<file path="src/hdl/pimpp_pkg.sv">
package pimpp_pkg;

    // Port widths fixed by the pixel and byte formats
    localparam int PIXEL_WIDTH = 24;
    localparam int INK_WIDTH   = 4;
    localparam int COUNT_WIDTH = 5;
    localparam int BYTE_WIDTH  = 8;

    typedef logic [INK_WIDTH-1:0]   ink_t;
    typedef logic [COUNT_WIDTH-1:0] count_t;
    typedef logic [BYTE_WIDTH-1:0]  screen_byte_t;

    // Result of one palette lookup for a pixel pair
    typedef struct packed {
        ink_t   left_ink;
        ink_t   right_ink;
        logic   overflow;
        count_t colors_used;
    } lookup_t;

endpackage

</file>
<file path="src/hdl/pimpp_palette.sv">
module pimpp_palette #(
    parameter int PALETTE_DEPTH = 16,
    parameter int KEY_WIDTH     = 24
) (
    input  logic                 clk,
    input  logic                 rst_n,
    input  logic                 load,
    input  logic [KEY_WIDTH-1:0] left_key,
    input  logic [KEY_WIDTH-1:0] right_key,
    output pimpp_pkg::lookup_t   lookup
);

    localparam int CW    = $clog2(PALETTE_DEPTH + 1);
    localparam int INK_W = pimpp_pkg::INK_WIDTH;
    localparam int CNT_W = pimpp_pkg::COUNT_WIDTH;

    logic [KEY_WIDTH-1:0] colors_reg [PALETTE_DEPTH];
    logic [CW-1:0]        count_reg;
    logic [CW-1:0]        count_mid;
    logic [CW-1:0]        count_next;

    logic          left_hit;
    logic          right_hit;
    logic [CW-1:0] left_idx;
    logic [CW-1:0] right_idx;
    logic          same_color;
    logic          left_add;
    logic          left_ovf;
    logic          right_add;
    logic          right_ovf;
    logic [CW-1:0] left_sel;
    logic [CW-1:0] right_sel;

    // Entries are unique, so OR the matching indices together
    always_comb
    begin
        left_hit  = 1'b0;
        right_hit = 1'b0;
        left_idx  = '0;
        right_idx = '0;
        for (int i = 0; i < PALETTE_DEPTH; i++)
        begin
            if (CW'(i) < count_reg && colors_reg[i] == left_key)
            begin
                left_hit = 1'b1;
                left_idx = left_idx | CW'(i);
            end
            if (CW'(i) < count_reg && colors_reg[i] == right_key)
            begin
                right_hit = 1'b1;
                right_idx = right_idx | CW'(i);
            end
        end
    end

    always_comb
    begin
        same_color = (left_key == right_key);

        left_add  = !left_hit && (count_reg < CW'(PALETTE_DEPTH));
        left_ovf  = !left_hit && !(count_reg < CW'(PALETTE_DEPTH));
        count_mid = count_reg + CW'(left_add);
        left_sel  = left_hit ? left_idx : (left_add ? count_reg : '0);

        // Right pixel sees the entry the left pixel may have just added
        if (same_color)
        begin
            right_add = 1'b0;
            right_ovf = left_ovf;
            right_sel = left_sel;
        end
        else
        begin
            right_add = !right_hit && (count_mid < CW'(PALETTE_DEPTH));
            right_ovf = !right_hit && !(count_mid < CW'(PALETTE_DEPTH));
            right_sel = right_hit ? right_idx : (right_add ? count_mid : '0);
        end

        count_next = count_mid + CW'(right_add);
    end

    always_ff @(posedge clk or negedge rst_n)
    begin
        if (!rst_n)
        begin
            count_reg <= '0;
        end
        else if (load)
        begin
            count_reg <= count_next;
        end
    end

    always_ff @(posedge clk)
    begin
        for (int i = 0; i < PALETTE_DEPTH; i++)
        begin
            if (load && left_add && count_reg == CW'(i))
            begin
                colors_reg[i] <= left_key;
            end
            else if (load && right_add && count_mid == CW'(i))
            begin
                colors_reg[i] <= right_key;
            end
        end
    end

    always_comb
    begin
        lookup.left_ink    = INK_W'(left_sel);
        lookup.right_ink   = INK_W'(right_sel);
        lookup.overflow    = left_ovf || right_ovf;
        lookup.colors_used = CNT_W'(count_next);
    end

endmodule

</file>
<file path="src/hdl/palette_index_mode0_pixel_packer.sv">
// Pixel pair to mode-0 screen byte packer.
//
// Input channel: in_valid / in_stall carry one word of two pixel colors,
// left_color then right_color. Each color is looked up in a palette that
// grows in order of first appearance (up to PALETTE_DEPTH colors); a new
// color is appended, and a new color arriving when the palette is full
// gets ink 0 and raises palette_overflow for that word.
// Output channel: out_valid / out_stall carry screen_byte, palette_overflow
// and colors_used (palette entries filled after this word).
// The accepted word sits in the input register, then the PALETTE_DEPTH-way
// parallel compare and append logic feeds the output register once the
// output can advance. Throughput is one word per cycle unless out_stall
// holds a waiting result.
// When out_stall holds a waiting result, the input register still takes
// one more word; in_stall rises only once both registers are full.
// Reset empties the palette and both pipeline registers; stored colors
// need no clearing since only filled entries are ever compared.
module palette_index_mode0_pixel_packer #(
    parameter int PALETTE_DEPTH = 16,
    parameter int COLOR_WIDTH   = 24
) (
    input  logic                              clk,
    input  logic                              rst_n,
    input  logic                              in_valid,
    output logic                              in_stall,
    input  logic [pimpp_pkg::PIXEL_WIDTH-1:0] left_color,
    input  logic [pimpp_pkg::PIXEL_WIDTH-1:0] right_color,
    output logic                              out_valid,
    input  logic                              out_stall,
    output logic [pimpp_pkg::BYTE_WIDTH-1:0]  screen_byte,
    output logic                              palette_overflow,
    output logic [pimpp_pkg::COUNT_WIDTH-1:0] colors_used
);

    localparam int KEY_WIDTH = (COLOR_WIDTH < pimpp_pkg::PIXEL_WIDTH) ?
                               COLOR_WIDTH : pimpp_pkg::PIXEL_WIDTH;

    logic                  in_valid_reg;
    logic [KEY_WIDTH-1:0]  left_reg;
    logic [KEY_WIDTH-1:0]  right_reg;
    logic                  out_valid_reg;
    pimpp_pkg::screen_byte_t byte_reg;
    pimpp_pkg::screen_byte_t byte_next;
    logic                  overflow_reg;
    pimpp_pkg::count_t     used_reg;

    logic                  advance;
    logic                  in_take;
    logic                  fire;
    pimpp_pkg::lookup_t    lookup;

    assign advance  = !out_valid_reg || !out_stall;
    assign in_stall = in_valid_reg && !advance;
    assign in_take  = in_valid && !in_stall;
    assign fire     = in_valid_reg && advance;

    pimpp_palette #(
        .PALETTE_DEPTH (PALETTE_DEPTH),
        .KEY_WIDTH     (KEY_WIDTH)
    ) u_palette (
        .clk       (clk),
        .rst_n     (rst_n),
        .load      (fire),
        .left_key  (left_reg),
        .right_key (right_reg),
        .lookup    (lookup)
    );

    // Interleave: left ink bits 0..3 to byte bits 7,3,5,1; right to 6,2,4,0
    always_comb
    begin
        byte_next[7] = lookup.left_ink[0];
        byte_next[3] = lookup.left_ink[1];
        byte_next[5] = lookup.left_ink[2];
        byte_next[1] = lookup.left_ink[3];
        byte_next[6] = lookup.right_ink[0];
        byte_next[2] = lookup.right_ink[1];
        byte_next[4] = lookup.right_ink[2];
        byte_next[0] = lookup.right_ink[3];
    end

    always_ff @(posedge clk or negedge rst_n)
    begin
        if (!rst_n)
        begin
            in_valid_reg  <= 1'b0;
            out_valid_reg <= 1'b0;
        end
        else
        begin
            if (in_take)
            begin
                in_valid_reg <= 1'b1;
            end
            else if (advance)
            begin
                in_valid_reg <= 1'b0;
            end

            if (fire)
            begin
                out_valid_reg <= 1'b1;
            end
            else if (!out_stall)
            begin
                out_valid_reg <= 1'b0;
            end
        end
    end

    always_ff @(posedge clk)
    begin
        if (in_take)
        begin
            left_reg  <= left_color[KEY_WIDTH-1:0];
            right_reg <= right_color[KEY_WIDTH-1:0];
        end
        if (fire)
        begin
            byte_reg     <= byte_next;
            overflow_reg <= lookup.overflow;
            used_reg     <= lookup.colors_used;
        end
    end

    assign out_valid        = out_valid_reg;
    assign screen_byte      = byte_reg;
    assign palette_overflow = overflow_reg;
    assign colors_used      = used_reg;

endmodule

</file>
<file path="config.mk">
export PLATFORM = sky130hd
export DESIGN_NAME = palette_index_mode0_pixel_packer
export DESIGN_NICKNAME = d
export VERILOG_FILES = /design/src/hdl/pimpp_pkg.sv /design/src/hdl/pimpp_palette.sv /design/src/hdl/palette_index_mode0_pixel_packer.sv
export SDC_FILE = /design/constraint.sdc
export NUM_CORES = 1
export LEC_CHECK = 0
export BUFFER_PORTS_ARGS = -buffer_cell sky130_fd_sc_hd__buf_2
export CORE_MARGIN = 2
export CORE_UTILIZATION = 25
export DETAILED_ROUTE_END_ITERATION = 16
export PLACE_DENSITY = 0.4
export SLEW_MARGIN = 20
export SYNTH_ARGS = -nofsm -noshare
export SYNTH_HDL_FRONTEND = slang
export SYNTH_SLANG_ARGS = --single-unit
</file>
<file path="constraint.sdc">
create_clock -name clk -period 10.2 [get_ports clk]
set_clock_uncertainty 0.2 [all_clocks]
set_input_delay 1.53 -clock clk [delete_from_list [all_inputs] [get_ports clk]]
set_output_delay 1.53 -clock clk [all_outputs]
set_load 0.02 [all_outputs]
</file>
; Word level (Yosys, flattened, before mapping)
; Memories as Yosys holds them, arrays and structs flattened.
; Cells that the tools add are included.
[word_totals]
reg_bits = 69
latchBits = 0
mem_bits_rw = 384
mem_bits_ro = 0
inputBits = 52
out_inout_bits = 16
wordCells = 420
memories = 1
[op_classes]
addsub = 2
n_mul = 0
div_mod_pow = 0
magnitude_cmp = 18
n_eq_ne = 64
n_shift = 0
mux = 211
n_bitwise = 16
reduce_logical = 100
[memory_table]
columns = name, words, width, read_ports, rd_ports_with_merged_regs, write_ports, line
row1 = u_palette.colors_reg, 16, 24, 16, 0, 2, pimpp_palette.sv:17  ; logic [KEY_WIDTH-1:0] colors_reg [PALETTE_DEPTH];
[ops]
columns = cell, n
row1 = equality test 24 bit, 33
row2 = 2-to-1 mux 24 bit, 30
row3 = OR reduction 24 bit, 14
row4 = 2-to-1 mux 4 bit, 35
row5 = 2-to-1 mux 1 bit, 134
row6 = "equality test 5 x 4 -> 1 bit, second input constant", 16
row7 = logical AND 1 bit, 73
row8 = "equality test 5 x 3 -> 1 bit, second input constant", 8
row9 = "less-than comparator 4 x 5 -> 1 bit, first input constant", 8
row10 = 2-to-1 mux 3 bit, 8
row11 = "equality test 5 x 2 -> 1 bit, second input constant", 4
row12 = "less-than comparator 3 x 5 -> 1 bit, first input constant", 4
row13 = bitwise OR 1 bit, 16
row14 = adder 5 x 1 -> 5 bit, 2
row15 = "equality test 5 x 1 -> 1 bit, second input constant", 2
row16 = zero test 5 bit, 2
row17 = "less-than comparator 1 x 5 -> 1 bit, first input constant", 2
row18 = "less-than comparator 2 x 5 -> 1 bit, first input constant", 2
row19 = "less-than comparator 5 bit, second input constant", 2
row20 = zero test 1 bit, 8
row21 = 2-to-1 mux 2 bit, 4
row22 = logical OR 1 bit, 2
row23 = "!= test 2 x 1 -> 1 bit, second input constant", 1
row24 = nonzero test 2 bit, 1

; Depth between registers and ports, before layout
; An unclocked memory read counts as a cell.
[logic_depth]
word_depth = 39
depth_mapped = 22
ltp_nobuf = 18

; Hierarchy
; From an unflattened synthesis, not the netlist that was laid out.
[hier_totals]
cells_unflattened = 2549
area_unflattened_um2 = 30568.1
[by_module_without_submodules]
columns = module, instances, cells_each, area_each_um2, seq_area_each_um2
row1 = pimpp_palette, 1, 2479, 28613.7, 11656.2
row2 = palette_index_mode0_pixel_packer, 1, 70, 1954.4, 1911.8

; Worst setup path after synthesis
; No wires, ideal clock.
[synth_timing]
path_type = register to register
startpoint = register u_palette.count_reg[1]
endpoint = memory u_palette.colors_reg[7][0] (netlist: u_palette.colors_reg[0][168]), enable pin
setup_ps = 438
arrival_ps = 5546
required_ps = 9562
slack_ps = 4015
stages_incl_launch_ff = 19
cell_sequence = dfrtp_1 > or2_2 > clkbuf_2 > a31oi_1 > or4_1 > o41ai_1 > and4b_1 > clkbuf_1 > nand2_1 > inv_1 > ha_1 > ha_1 > nand3_1 > xnor2_1 > or3_1 > clkbuf_1 > nor2_1 > nand2_1 > o21ai_0
[synth_rtl]
columns = item, line
row1 = from (decl), pimpp_palette.sv:18  ; logic [CW-1:0] count_reg;
row2 = from (signal assigned), pimpp_palette.sv:90  ; count_reg <= count_next;
row3 = to (decl), pimpp_palette.sv:17

==> impl_metrics.ini <==
[outcome]
outcome = completed

[routing]
via_per_inst = 5.02
dr.pass1.iters = 5
wl_per_cell_um = 29.1
vias = 20110
routed_wirelength_um = 117000
drt_iter0_drc = 1782
ant_nets = 0
drc = 0

[cts]
post_cts_buffers = 0
numCtsBuffers = 56
clkTransAtPathRegs_ps = 60
root_buffer = clkbuf_16
clock_sinks = 453
clk_latency_ps = 650
cts_tree = done
htreeDepth = 2
cts.path.max_buffers = 3
post_cts_resized = 0
holdBufCountCts = 0

[synth]
syn_area_per_cell_um2 = 12.2
syn_nets = 2492
synthFlopType = edfxtp_1
seq_area_frac_synth_pct = 45.5
async_flop_share_pct = 1.55
ys_types = 64
synth_edf_count = 446
ys_ff_latch = 453
synth.yosys.warnings = 0
synthCells = 2436
synth_area_um2 = 29800

[sta]
fmax_ghz = 0.141
setup_viol = 0
maxSlewViolCount = 0
timing.final.crit_share_pct = 69.4
finalHoldViolations = 0
worstMarginPinSlew_ps = 966
slew_headroom_pct = 35.0
rsz0062_at_grt = false
tns_ps = 0
period_needed_ps = 7080

[finish]
fin_util_pct = 28.2
finalNetCount = 2480
fillers = 12060
layout_common_cells = edfxtp_1, xor2_1, mux2_2, xnor2_1, nor4_1
syn_to_final_growth_pct = 11.6
seq_area_um2 = 13600
multi_input_comb_area_um2 = 14800
largest_reg_flops = 384
drive_gt1_share_pct = 27.8
fin_cells = 4005
mostFrequentLayoutCell = edfxtp_1

[floorplanning]
core_um2 = 118000
num_io_pins = 68
die_x_um = 349
start_util_pct = 25.2
num_rows = 126
dieHeight_um = 349
dieArea_um2 = 122000

[critical_path]
rr_worst_depth = 17
r2r_start = left_reg[3]
crit_type = reg2reg
r2r_slack_ps = 3120
critPathCaptureType = register
cp-start-kind = register
endpoint = u_palette.colors_reg[1][123]
cp-startpoint = left_reg[3]
regToRegEndpoint = u_palette.colors_reg[1][123]
critPathArrivalTime_ps = 7250
path_max_fanout = 31
crit_required_ps = 10370

[power]
peakVddDrop_mv = 0.121
pwr-share-clk_pct = 30.5
p_seq_share_pct = 40.2
internal_power_w = 0.00419
swShare_pct = 35.1
powerDensity_nw_per_um2 = 194
p_leak_nw = 10.7
p_comb_share_pct = 29.3
switching_power_w = 0.00227
p_total_w = 0.00646

[grt]
gr-total-overflow = 0
grt_start_max_net_pins = 34
antenna_found_initial = 10
grt_pass1_wl_um = 164000
grt_pass1_vias = 20773
track_usage_pct = 18.8

[placed_design]
dp.cells = 3902
hpwl_um = 73100
io_buffer_count = 67
gp_congestion = 0.903

[min_path]
hold_class = reg2reg

[run]
max_cap_violations = 0
## worst max-delay path, cell delays in order (launching register included)
cell and delay [ps]:
edfxtp_1 490, buf_4 650, xor2_1 210, nor4_1 360, nand2_1 90, or4_1 590
o22ai_1 540, nor3_1 220, nand2_1 160, inv_1 60, ha_1 210, ha_1 210
xor2_1 560, and2_0 410, inv_1 80, nor3_1 490, o211a_2 800, mux2_2 410
## synth_stat cells, types with 14 or more instances
cell type	number	area share, %
buf_2	83	1.4
buf_4	81	2.0
buf_6	17	0.64
clkbuf_1	61	0.77
edfxtp_1	446	45
mux2_2	383	14
nand2_1	54	0.68
nand3_1	27	0.45
nand4_1	122	2.6
nor2_1	34	0.43
nor3_1	26	0.44
nor4_1	143	3.0
o21ai_0	14	0.24
xnor2_1	381	11
xor2_1	420	12
## logic make-up after synthesis
group	Yosys count	synth area share, %
adders and majority gates	4	0.168
and+or+nand+nor	477	9.59
muxes	386	14.6
xor gates and xnor gates	801	23.5
AOI/OAI and AO/OA	64	1.60
buffers and inverters	251	4.96
DFF	453	45.5
## power by group through the flow
stage	clock network [W]	registers [W]	logic (W)
after floorplan	0	0.00261	0.00126
after global placement	0	0.00263	0.00190
after detailed placement	0	0.00264	0.00188
after CTS	0.00203	0.00260	0.00189
after global routing	0.00208	0.00262	0.00202
final	0.00197	0.00260	0.00189
## metal layers
| layer | up-vias | GRT usage (%) | share of wire, % |
|---|---|---|---|
| met2 | 687 | 30.6 | 46 |
| met3 | 173 | 2.10 | 5.0 |
| li1 | 8792 | - | - |
| met5 | - | 0 | 0 |
| met1 | 10458 | 26.4 | 46 |
| met4 | 0 | 4.98 | 2.7 |
## final cells by class
type | count | area share [%]
clock inverter | 34 | 0.786
timing repair buffer | 174 | 3.50
antenna | 1 | 0.00752
multi-input combinational | 1732 | 44.6
sequential | 453 | 40.8
inverter | 7 | 0.0790
tap | 1536 | 5.78
clock buffer | 68 | 4.41
## metrics by stage
stage | hold WS (ps) | instance area [µm²] | setup WS [ps]
after floorplan | 271 | 29800 | 4020
after global placement | 361 | 31500 | 3120
after detailed placement | 389 | 31500 | 3050
after CTS | 407 | 33300 | 2990
after global routing | 438 | 33300 | 2790
final | 385 | 33300 | 3120
## worst min path at each step
stage / from / end / depth (start not counted)
floorplan: in_valid_reg / out_valid / 1
global placement: out_valid / in_valid_reg / 2
detailed placement: out_valid / in_valid_reg / 2
CTS: out_valid / in_valid_reg / 2
global route: in_valid_reg / out_valid / 1
finish: in_valid_reg / out_valid / 1
No activity file was read; power rests on OpenSTA's default activity.
